===== config.mk =====
export PLATFORM = sky130hd
export DESIGN_NAME = timed_event_priority_queue
export DESIGN_NICKNAME = d
export VERILOG_FILES = /design/src/sv/tepq_pkg.sv /design/src/sv/tepq_ctrl.sv /design/src/sv/tepq_datapath.sv /design/src/sv/timed_event_priority_queue.sv
export SDC_FILE = /design/constraint.sdc
export NUM_CORES = 2
export LEC_CHECK = 0
export BUFFER_PORTS_ARGS = -buffer_cell sky130_fd_sc_hd__buf_4
export CORE_MARGIN = 4
export CORE_UTILIZATION = 35
export DETAILED_ROUTE_END_ITERATION = 12
export SYNTH_ARGS = -nofsm -noshare
export SYNTH_HDL_FRONTEND = slang
export SYNTH_SLANG_ARGS = --single-unit

===== constraint.sdc =====
create_clock -name clk_i -period 6.8 [get_ports clk_i]
set_clock_uncertainty 0.1 [all_clocks]
set_input_delay 0.68 -clock clk_i [delete_from_list [all_inputs] [get_ports clk_i]]
set_output_delay 0.68 -clock clk_i [all_outputs]
set_load 0.02 [all_outputs]

===== src/sv/tepq_pkg.sv =====
// Package for the timed event priority queue: shared types, codes and constants.
// Used by tepq_ctrl, tepq_datapath and timed_event_priority_queue; depends on nothing.
package tepq_pkg;

  localparam int EventSlotsDef = 16;
  localparam int TimeBitsDef   = 32;
  localparam int IdW           = 4;
  localparam int FieldTimeW    = 32;

  // Operation codes carried in the kind field.
  typedef enum logic [2:0] {
    KIND_INSERT = 3'd0,
    KIND_REMOVE = 3'd1,
    KIND_POP    = 3'd2,
    KIND_PEEK   = 3'd3,
    KIND_REBASE = 3'd4,
    KIND_CLEAR  = 3'd5
  } kind_e;

  // Result status codes.
  typedef enum logic [1:0] {
    ST_OK     = 2'd0,
    ST_EMPTY  = 2'd1,
    ST_ABSENT = 2'd2,
    ST_DUP    = 2'd3
  } status_e;

  typedef struct packed {
    logic [2:0]            kind;
    logic [IdW-1:0]        event_id;
    logic [FieldTimeW-1:0] event_time;
    logic [FieldTimeW-1:0] time_offset;
  } req_t;

  typedef struct packed {
    logic [IdW-1:0]        head_id;
    logic [FieldTimeW-1:0] head_time;
    logic [1:0]            status;
  } rsp_t;

  // Commands from the controller to the datapath.
  typedef struct packed {
    logic load;
    logic exec;
  } cmd_t;

  typedef enum logic {
    S_IDLE = 1'b0,
    S_EXEC = 1'b1
  } state_e;

endpackage


===== src/sv/tepq_ctrl.sv =====
// Controller state machine of the timed event priority queue.
// Depends on tepq_pkg.
module tepq_ctrl
  import tepq_pkg::*;
(
  input  logic clk_i,
  input  logic rst_ni,
  input  logic start_i,
  output logic busy_o,
  output cmd_t cmd_o
);

  state_e state_q, state_d;

  // State register.
  always_ff @(posedge clk_i or negedge rst_ni) begin
    if (!rst_ni) begin
      state_q <= S_IDLE;
    end else begin
      state_q <= state_d;
    end
  end

  // Next state and commands: capture a request, then execute it for one cycle.
  always_comb begin
    state_d  = state_q;
    cmd_o    = '0;
    busy_o   = 1'b0;
    case (state_q)
      S_IDLE: begin
        if (start_i) begin
          cmd_o.load = 1'b1;
          state_d    = S_EXEC;
        end
      end
      S_EXEC: begin
        busy_o     = 1'b1;
        cmd_o.exec = 1'b1;
        state_d    = S_IDLE;
      end
      default: begin
        state_d = S_IDLE;
      end
    endcase
  end

endmodule


===== src/sv/tepq_datapath.sv =====
// Datapath of the timed event priority queue: an ordered chain of cells holding
// id and due time, per-slot queued flags and the fill count. Depends on tepq_pkg.
module tepq_datapath
  import tepq_pkg::*;
#(
  parameter int EVENT_SLOTS = EventSlotsDef,
  parameter int TIME_BITS   = TimeBitsDef
) (
  input  logic clk_i,
  input  logic rst_ni,
  input  cmd_t cmd_i,
  input  req_t req_i,
  output logic valid_o,
  output rsp_t rsp_o
);

  localparam int N  = EVENT_SLOTS;
  localparam int CW = $clog2(EVENT_SLOTS + 1);

  req_t                 req_q;
  logic [IdW-1:0]       ids_q  [N];
  logic [IdW-1:0]       ids_d  [N];
  logic [TIME_BITS-1:0] tms_q  [N];
  logic [TIME_BITS-1:0] tms_d  [N];
  logic [N-1:0]         queued_q, queued_d;
  logic [CW-1:0]        count_q, count_d;
  logic                 valid_q;
  rsp_t                 rsp_q, rsp_d;

  logic [TIME_BITS-1:0] t_in, off_in;
  logic [N-1:0]         le, hit, after, cell_valid;
  logic                 id_ok, is_queued, empty;

  assign t_in   = TIME_BITS'(req_q.event_time);
  assign off_in = TIME_BITS'(req_q.time_offset);
  assign empty  = (count_q == '0);
  assign id_ok  = (int'(req_q.event_id) < N);

  // Per-cell compares; every cell works on its own entry.
  always_comb begin
    is_queued = 1'b0;
    for (int p = 0; p < N; p++) begin
      cell_valid[p] = (CW'(p) < count_q);
      le[p]         = cell_valid[p] && (tms_q[p] <= t_in);
      hit[p]        = cell_valid[p] && (ids_q[p] == req_q.event_id);
      if (int'(req_q.event_id) == p) begin
        is_queued = queued_q[p];
      end
    end
    after[0] = hit[0];
    for (int p = 1; p < N; p++) begin
      after[p] = after[p-1] | hit[p];
    end
  end

  // Next state of the cell chain and the result of the executed operation.
  always_comb begin
    ids_d    = ids_q;
    tms_d    = tms_q;
    queued_d = queued_q;
    count_d  = count_q;
    rsp_d    = '0;
    rsp_d.status = ST_OK;
    case (req_q.kind)
      KIND_INSERT: begin
        if (!id_ok) begin
          rsp_d.status = ST_ABSENT;
        end else if (is_queued) begin
          rsp_d.status = ST_DUP;
        end else begin
          // Cells after the insertion point move up by one.
          for (int p = 0; p < N; p++) begin
            if (!le[p]) begin
              if (p == 0) begin
                ids_d[p] = req_q.event_id;
                tms_d[p] = t_in;
              end else if (le[(p > 0) ? p - 1 : 0]) begin
                ids_d[p] = req_q.event_id;
                tms_d[p] = t_in;
              end else begin
                ids_d[p] = ids_q[(p > 0) ? p - 1 : 0];
                tms_d[p] = tms_q[(p > 0) ? p - 1 : 0];
              end
            end
          end
          for (int s = 0; s < N; s++) begin
            if (int'(req_q.event_id) == s) begin
              queued_d[s] = 1'b1;
            end
          end
          count_d = count_q + CW'(1);
        end
      end
      KIND_REMOVE: begin
        if (!id_ok || !is_queued) begin
          rsp_d.status = ST_ABSENT;
        end else begin
          // Cells from the matching one onward take their upper neighbor.
          for (int p = 0; p < N - 1; p++) begin
            if (after[p]) begin
              ids_d[p] = ids_q[p+1];
              tms_d[p] = tms_q[p+1];
            end
          end
          for (int s = 0; s < N; s++) begin
            if (int'(req_q.event_id) == s) begin
              queued_d[s] = 1'b0;
            end
          end
          count_d = count_q - CW'(1);
        end
      end
      KIND_POP, KIND_PEEK: begin
        if (empty) begin
          rsp_d.status = ST_EMPTY;
        end else begin
          rsp_d.head_id   = ids_q[0];
          rsp_d.head_time = FieldTimeW'(tms_q[0]);
          if (req_q.kind == KIND_POP) begin
            for (int p = 0; p < N - 1; p++) begin
              ids_d[p] = ids_q[p+1];
              tms_d[p] = tms_q[p+1];
            end
            for (int s = 0; s < N; s++) begin
              if (int'(ids_q[0]) == s) begin
                queued_d[s] = 1'b0;
              end
            end
            count_d = count_q - CW'(1);
          end
        end
      end
      KIND_REBASE: begin
        // Saturating subtract in every queued cell.
        for (int p = 0; p < N; p++) begin
          if (cell_valid[p]) begin
            tms_d[p] = (tms_q[p] > off_in) ? (tms_q[p] - off_in) : '0;
          end
        end
      end
      KIND_CLEAR: begin
        queued_d = '0;
        count_d  = '0;
      end
      default: begin
      end
    endcase
  end

  // Control state: queued flags, fill count and result strobe.
  always_ff @(posedge clk_i or negedge rst_ni) begin
    if (!rst_ni) begin
      queued_q <= '0;
      count_q  <= '0;
      valid_q  <= 1'b0;
    end else begin
      valid_q <= cmd_i.exec;
      if (cmd_i.exec) begin
        queued_q <= queued_d;
        count_q  <= count_d;
      end
    end
  end

  // Payload: request capture, cell chain and result register.
  always_ff @(posedge clk_i) begin
    if (cmd_i.load) begin
      req_q <= req_i;
    end
    if (cmd_i.exec) begin
      ids_q <= ids_d;
      tms_q <= tms_d;
      rsp_q <= rsp_d;
    end
  end

  assign valid_o = valid_q;
  assign rsp_o   = rsp_q;

endmodule


===== src/sv/timed_event_priority_queue.sv =====
// Top level of the timed event priority queue.
// Depends on tepq_pkg, tepq_ctrl and tepq_datapath.
//
// Usage:
//   A request (kind, event_id, event_time, time_offset) is transferred at a
//   rising edge where start_i is high and busy_o is low. The block captures it,
//   executes it in the following cycle on a chain of ordered cells, and shows
//   exactly one result (head_id, head_time, status) on rsp_o for one cycle,
//   marked by valid_o, in the cycle after execution.
//   busy_o is high during the execute cycle, which is set by the single update
//   of the cell chain; no new request is taken until the last one is executed.
//   A new request may be transferred in the cycle the previous result shows.
//   Reset empties the queue and clears all queued flags at once; no sweep.
//   The receiver cannot stall: each result is taken in the cycle it is shown.
module timed_event_priority_queue
  import tepq_pkg::*;
#(
  parameter int EVENT_SLOTS = EventSlotsDef,
  parameter int TIME_BITS   = TimeBitsDef
) (
  input  logic clk_i,
  input  logic rst_ni,
  input  logic start_i,
  output logic busy_o,
  input  req_t req_i,
  output logic valid_o,
  output rsp_t rsp_o
);

  cmd_t cmd;

  tepq_ctrl u_ctrl (
    .clk_i  (clk_i),
    .rst_ni (rst_ni),
    .start_i(start_i),
    .busy_o (busy_o),
    .cmd_o  (cmd)
  );

  tepq_datapath #(
    .EVENT_SLOTS(EVENT_SLOTS),
    .TIME_BITS  (TIME_BITS)
  ) u_datapath (
    .clk_i  (clk_i),
    .rst_ni (rst_ni),
    .cmd_i  (cmd),
    .req_i  (req_i),
    .valid_o(valid_o),
    .rsp_o  (rsp_o)
  );

endmodule

# Word-level counts from Yosys, hierarchy flattened
# Cells that the tools add are included.
# Widths: inputs -> output; s select.
[totals]
ff_bits = 708
in_bits = 74
output_inout_bits = 40
wordCells = 598
[classes]
add_sub_neg = 18
n_lt_le_gt_ge = 48
eq_ne = 149
mux = 217
n_bitwise = 18
n_reduce_logical = 90
[ops]
columns = ["cell", "count"]
rows = [
  ["$mux 32", 78],
  ["$pmux 480 s4", 1],
  ["$mux 480", 3],
  ["$gt 32x32->1", 16],
  ["$le 32x32->1", 16],
  ["$mux 512", 1],
  ["$sub 32x32->32", 16],
  ["$reduce_and 9->1", 31],
  ["$mux 4", 46],
  ["$mux 60", 3],
  ["$pmux 60 s3", 1],
  ["$ne 2x1->1 const B", 81],
  ["$reduce_and 8->1", 15],
  ["$mux 1", 68],
  ["$eq 4x4->1 const B", 16],
  ["$mux 16", 4],
  ["$mux 64", 1],
  ["$pmux 16 s4", 1],
  ["$pmux 32 s2", 1],
  ["$eq 4x4->1", 15],
  ["$lt 4x5->1 const A", 8],
  ["$ne 2x2->1 const B", 18],
  ["$eq 4x3->1 const B", 8],
  ["$logic_and 1x1->1", 31],
  ["other kinds (27)", 61],
]

# Depth between registers and ports, before layout
[depth]
depth_word = 19
mapped_depth = 16
depth_no_buf = 14

# Hierarchy
# Synthesis repeated with hierarchy kept, for this count alone.
[unflattened]
hier_cells = 8187
area_unflattened_um2 = 74147.4
[modules_own_cells]
columns = ["module", "n_inst", "cells_per_inst", "area_per_inst_um2", "seq_area_each_um2"]
rows = [
  ["tepq_datapath", 1, 8183, 74093.6, 21120.3],
  ["tepq_ctrl", 1, 4, 53.8, 25.0],
]

# Worst setup path after synthesis
# OpenSTA, ideal clock, no wires.
[synth_path]
path_kind = "reg-to-reg"
startpoint = "reg u_datapath.req_q (netlist bit u_datapath.t_in[11])"
endpoint = "reg u_datapath.tms_q[416] (netlist bit), enable pin"
setup_ns = 0.461
arrival_ns = 5.841
t_required_ns = 6.239
setup_slack_ns = 0.398
stages_incl_launch_ff = 13
n_path_buf = 3
synth_period_minus_slack_ns = 6.402
path_cell_list = "edfxtp_1 clkbuf_1 clkinv_1 ha_1 nand2_1 nor4_1 nand2_1 o311a_1 o21ai_1 clkbuf_1 clkbuf_1 o21ai_0 nor3_1"
[synth_between]
elab_chain_len = 4
[synth_lines]
columns = ["item", "line", "text"]
rows = [
  ["from (decl)", "tepq_datapath.sv:20", "req_t req_q;"],
  ["from (signal assigned)", "tepq_datapath.sv:168", "req_q <= req_i;"],
  ["$le 32x32->1", "tepq_datapath.sv:44", "le[p] = cell_valid[p] && (tms_q[p] <= t_in);"],
  ["$logic_and 1x1->1", "tepq_datapath.sv:44", ""],
  ["$ne 2x2->1 (no source line)", "--", ""],
  ["$reduce_and 9->1 (no source line)", "--", ""],
  ["to (signal assigned)", "tepq_datapath.sv:172", "tms_q <= tms_d;"],
  ["to (decl)", "tepq_datapath.sv:23", "logic [TIME_BITS-1:0] tms_q [N];"],
]
# Every way passes these cells.
# A chain may end at the register's enable or synchronous reset.

==> impl_summary.log <==
INFO  metric worstPathMaxFanout = 26
INFO  metric drt_iter0_drc = 10610
INFO  metric setup.worst_path.start_class = flop
INFO  metric setup_repair_after_global_routing_missed_its_margin = false
INFO  metric finalWeightedCongestion = 1.011
INFO  metric final_min_period_over_clock_period = roughly 84%
INFO  metric detail_route.wirelength = a little under 400 mm
INFO  metric worst_slew_pin_slew = ~1300 ps
INFO  metric cts_repair_resize_count = 0
INFO  metric first_pass_iters = 6
INFO  metric grt_first_pass_wirelength = 552.7 mm
INFO  metric path_delay_family = compound AO/OA/AOI/OAI gates
INFO  metric postSynthNetCount = slightly above 10000
INFO  metric power_frac_comb = roughly 45%
INFO  metric post_layout_nonfiller_instances = about 12000
INFO  metric hold_ws = roughly 48 ps
INFO  metric grtUsageMet2 = 49.48%
INFO  metric global_route.peak_usage_layer = met2
INFO  metric nets = a little over 10000
INFO  metric fillCellCount = 22250
INFO  metric power.switching = between 9 and 10 mW
INFO  metric setup-violations-final = 0
INFO  metric synth_enable_flop_cells = between 600 and 700
INFO  metric ff2ff_path_depth = 14
INFO  metric timing.max_cap.violations = 0
INFO  metric grt_pass1_vias = roughly 76000
INFO  metric core_area = approximately 220000 µm²
INFO  metric timing.critical_path.arrival = slightly above 6000 ps
INFO  metric synthesis.area_per_instance = approximately 8.6 µm²
INFO  metric grt_util_met3 = just under 9%
INFO  metric netSwitchingFraction = between 40% and 50%
INFO  metric cts_buffers = 96
INFO  metric synth-seq-area-share = 27.18%
INFO  metric worstPathCellList = inv_1, buf_4, ha_1, nand4_1, nor4_1, and2_1, a221o_1, nor4b_1, a21o_2, buf_12, mux2i_1, o21ai_0, a22oi_1, a21oi_1
INFO  metric holdPathStages = 1
INFO  metric run_status = finished, final reports clean
INFO  metric worst_setup_path_end_kind = flop
INFO  metric power.internal = 12.40 mW
INFO  metric initial_core_utilization = 35.30%
INFO  metric leakage = about 35 nW
INFO  metric post_synth_inst_count = approximately 9000
INFO  metric gr-usage-met1 = 39.91%
INFO  metric fin_tns_setup = 0 ps
INFO  metric slew-limit-headroom = a little over a tenth
INFO  metric min_period = 5735 ps
INFO  metric max_root_sink_buffers = 3
INFO  metric finish.instance_area = a little under 90000 µm²
INFO  metric cp_buf_inv_count = 3
INFO  metric synthesis.area = between 70000 and 80000 µm²
INFO  metric max_freq = approximately 0.17 GHz
INFO  metric root_buffer_master = clkbuf_16
INFO  metric cts.hold.buffers_added = 66
INFO  metric sinks_on_clock_net = 708
INFO  metric path_class = reg2reg
INFO  metric io_buffer_count = about 110
INFO  metric die_h = 479.4 µm
INFO  metric hp-class = in2reg
INFO  metric die_w = around 480 µm
INFO  metric grt_antenna_before_repair = 23
INFO  metric ios = 114
INFO  metric seq_power_share = between 20% and 30%
INFO  metric detail_route.drc_violations = 0
INFO  metric max-vdd-ir-drop = 0.2220 mV
INFO  metric clkLatencyLatePin = 780 ps
INFO  metric timing.critical_path.required = 7180 ps
INFO  metric grtUsageTotal = 32.71%
INFO  metric ys_ff_latch = about 710
INFO  metric number_of_nets_with_antenna_violations_after_routing = 0
INFO  metric placed_cells_incl_taps = 11910
INFO  metric worst_setup_hold_path_clk_slew = approximately 60 ps
INFO  metric ys_types = around 90
INFO  metric worstSetupPathDepth = 14
INFO  metric post_detail_place_hpwl = 284.0 mm
INFO  metric cts_htree_levels = 3
INFO  metric floorplan.die_area = 229900 µm²
INFO  metric yosys_warnings = 0
INFO  metric fin_total_pwr = 21.44 mW
INFO  metric avgRoutedWirePerCell = between 30 and 40 µm
INFO  metric clock_power_share = a little over a quarter
INFO  metric largest_net_degree_at_the_start_of_global_routing = between 150 and 200
INFO  metric power.density = between 200 and 250 nW/µm²
INFO  metric tritoncts = yes
INFO  metric core.rowCount = approximately 170
INFO  metric cts_setup_buffers = 0
INFO  metric ys_async_sr_fraction = 3.249%
INFO  metric syn2layout_area_growth = 12.22%
INFO  metric via_count = about 80000
INFO  metric layout-drive-gt1-share = ~7.8%
INFO  metric route.detailed.vias_per_inst = approximately 6.6
INFO  metric gr-total-overflow = 0
INFO  metric crit_path_top_delay_cell = edfxtp_1
INFO  metric slowest_delay = ~1000 ps
INFO  metric drv_slew = 0
INFO  metric detailed_place.area = 83200 µm²
INFO  metric synth_flop_cell = edfxtp_1
INFO  metric timing_hold_violations_final = 0
flip-flops by register name (all words and copies together) (netlist names):
register / cells
u_datapath.ids_q: 64
u_datapath.count_q: 5
u_datapath.t_in: 32
u_datapath.req_q: 7
u_datapath.off_in: 32
u_datapath.tms_q: 512
u_datapath.valid_o: 1
u_datapath.rsp_o: 38
u_ctrl.state_q: 1
u_datapath.queued_q: 16
power groups by stage:
stage,Clock [mW],Combinational [mW],Sequential [mW]
after floorplan,0,6.55,5.78
after global routing,5.95,10.3,6.05
after detailed placement,0,9.29,6.10
final,5.77,9.62,6.06
after CTS,5.79,9.36,6.01
after global placement,0,9.14,6.10
cells by family after synthesis:
| logic type | count (synthesis) | synth area share (%) |
|---|---|---|
| AO/OA/AOI/OAI | 3326 | 27.09 |
| AND/OR/NAND/NOR | 2355 | 14.24 |
| adder cells (fa/ha/maj) | 1045 | 16.96 |
| flip-flops | 708 | 27.18 |
| buffers and inverters | 680 | 3.399 |
| XOR/XNOR | 483 | 5.438 |
| multiplexers | 435 | 5.689 |
cell usage after synthesis (88+ instances only):
| master | count | share of area (%) |
|---|---|---|
| nand2_1 | 663 | 3.2 |
| inv_1 | 218 | 1.1 |
| xor2_1 | 206 | 2.3 |
| nor3_1 | 219 | 1.4 |
| mux2i_1 | 387 | 5.0 |
| o21ai_0 | 860 | 5.5 |
| clkbuf_1 | 386 | 1.9 |
| nand4_1 | 165 | 1.3 |
| nor2_1 | 656 | 3.2 |
| ha_1 | 1028 | 17 |
| edfxtp_1 | 685 | 26 |
| a31oi_1 | 89 | 0.72 |
| o211ai_1 | 88 | 0.85 |
| a21oi_1 | 927 | 6.0 |
| o21a_1 | 113 | 1.1 |
| nand3_1 | 181 | 1.2 |
| a211oi_1 | 129 | 1.2 |
| a21o_1 | 284 | 2.7 |
| a22oi_1 | 128 | 1.2 |
| xnor2_1 | 277 | 3.1 |
metrics by stage:
step,utilization (%),worst slack (ps)
2_1_floorplan,-,397.6
3_3_place_gp,37.76,1505
3_5_place_dp,37.76,1367
6_report,39.61,1065
4_1_cts,39.59,1339
5_1_grt,39.60,1046
routing by layer:
layer,part of all wire (%),vias to the layer above
met5,0.020,-
met4,8.8,12
met3,11,1383
met2,42,5052
met1,38,38960
li1,-,34950
final timing paths:
| check | from | endpoint | slack [ps] |
|---|---|---|---|
| worst max-delay path | u_datapath.t_in[25] | u_datapath.tms_q[368] | 1060 |
| worst min-delay path | req_i[57] | u_datapath.t_in[25] | 50 |
| worst max register to register | u_datapath.t_in[25] | u_datapath.tms_q[368] | 1060 |
| worst min register to register | u_datapath.queued_q[5] | u_datapath.queued_q[5] | 390 |
| max in group asynchronous | rst_ni | u_ctrl.state_q | 6030 |
| min in group asynchronous | rst_ni | u_datapath.valid_o | 280 |
layout by cell type (no fill, tap or decap), drive strengths merged, types with 57 or more instances in the layout:
cell | netlist | final
o21ai | 872 | 872
mux2i | 387 | 387
dlygate4sd3 | 0 | 66
ha | 1028 | 1028
nand2b | 80 | 80
a211oi | 129 | 129
a21oi | 928 | 928
a31oi | 89 | 89
nor2 | 656 | 656
nand3 | 181 | 181
nand2 | 663 | 663
edfxtp | 685 | 685
buf | 70 | 374
o21bai | 80 | 80
nor2b | 79 | 79
xnor2 | 277 | 277
a22oi | 128 | 128
inv | 219 | 221
o21a | 113 | 113
nor3 | 219 | 219
o31ai | 57 | 57
a211o | 65 | 65
o221ai | 63 | 63
a21o | 284 | 284
xor2 | 206 | 206
clkbuf | 386 | 118
o211ai | 88 | 88
nand4 | 165 | 165
final cells by class:
| cell class | count | area, µm² | area share, % |
|---|---|---|---|
| Timing Repair Buffer | 440 | 3756 | 4.303 |
| Sequential cell | 708 | 21150 | 24.23 |
| Inverter | 224 | 848.3 | 0.9718 |
| Multi-Input combinational cell | 7644 | 54410 | 62.33 |
| Antenna cell | 18 | 45.04 | 0.05160 |
| Clock buffer | 118 | 2587 | 2.964 |
| Tap cell | 2958 | 3701 | 4.240 |
| Clock inverter | 63 | 793.3 | 0.9088 |
No activity file was read; power rests on OpenSTA's default activity.
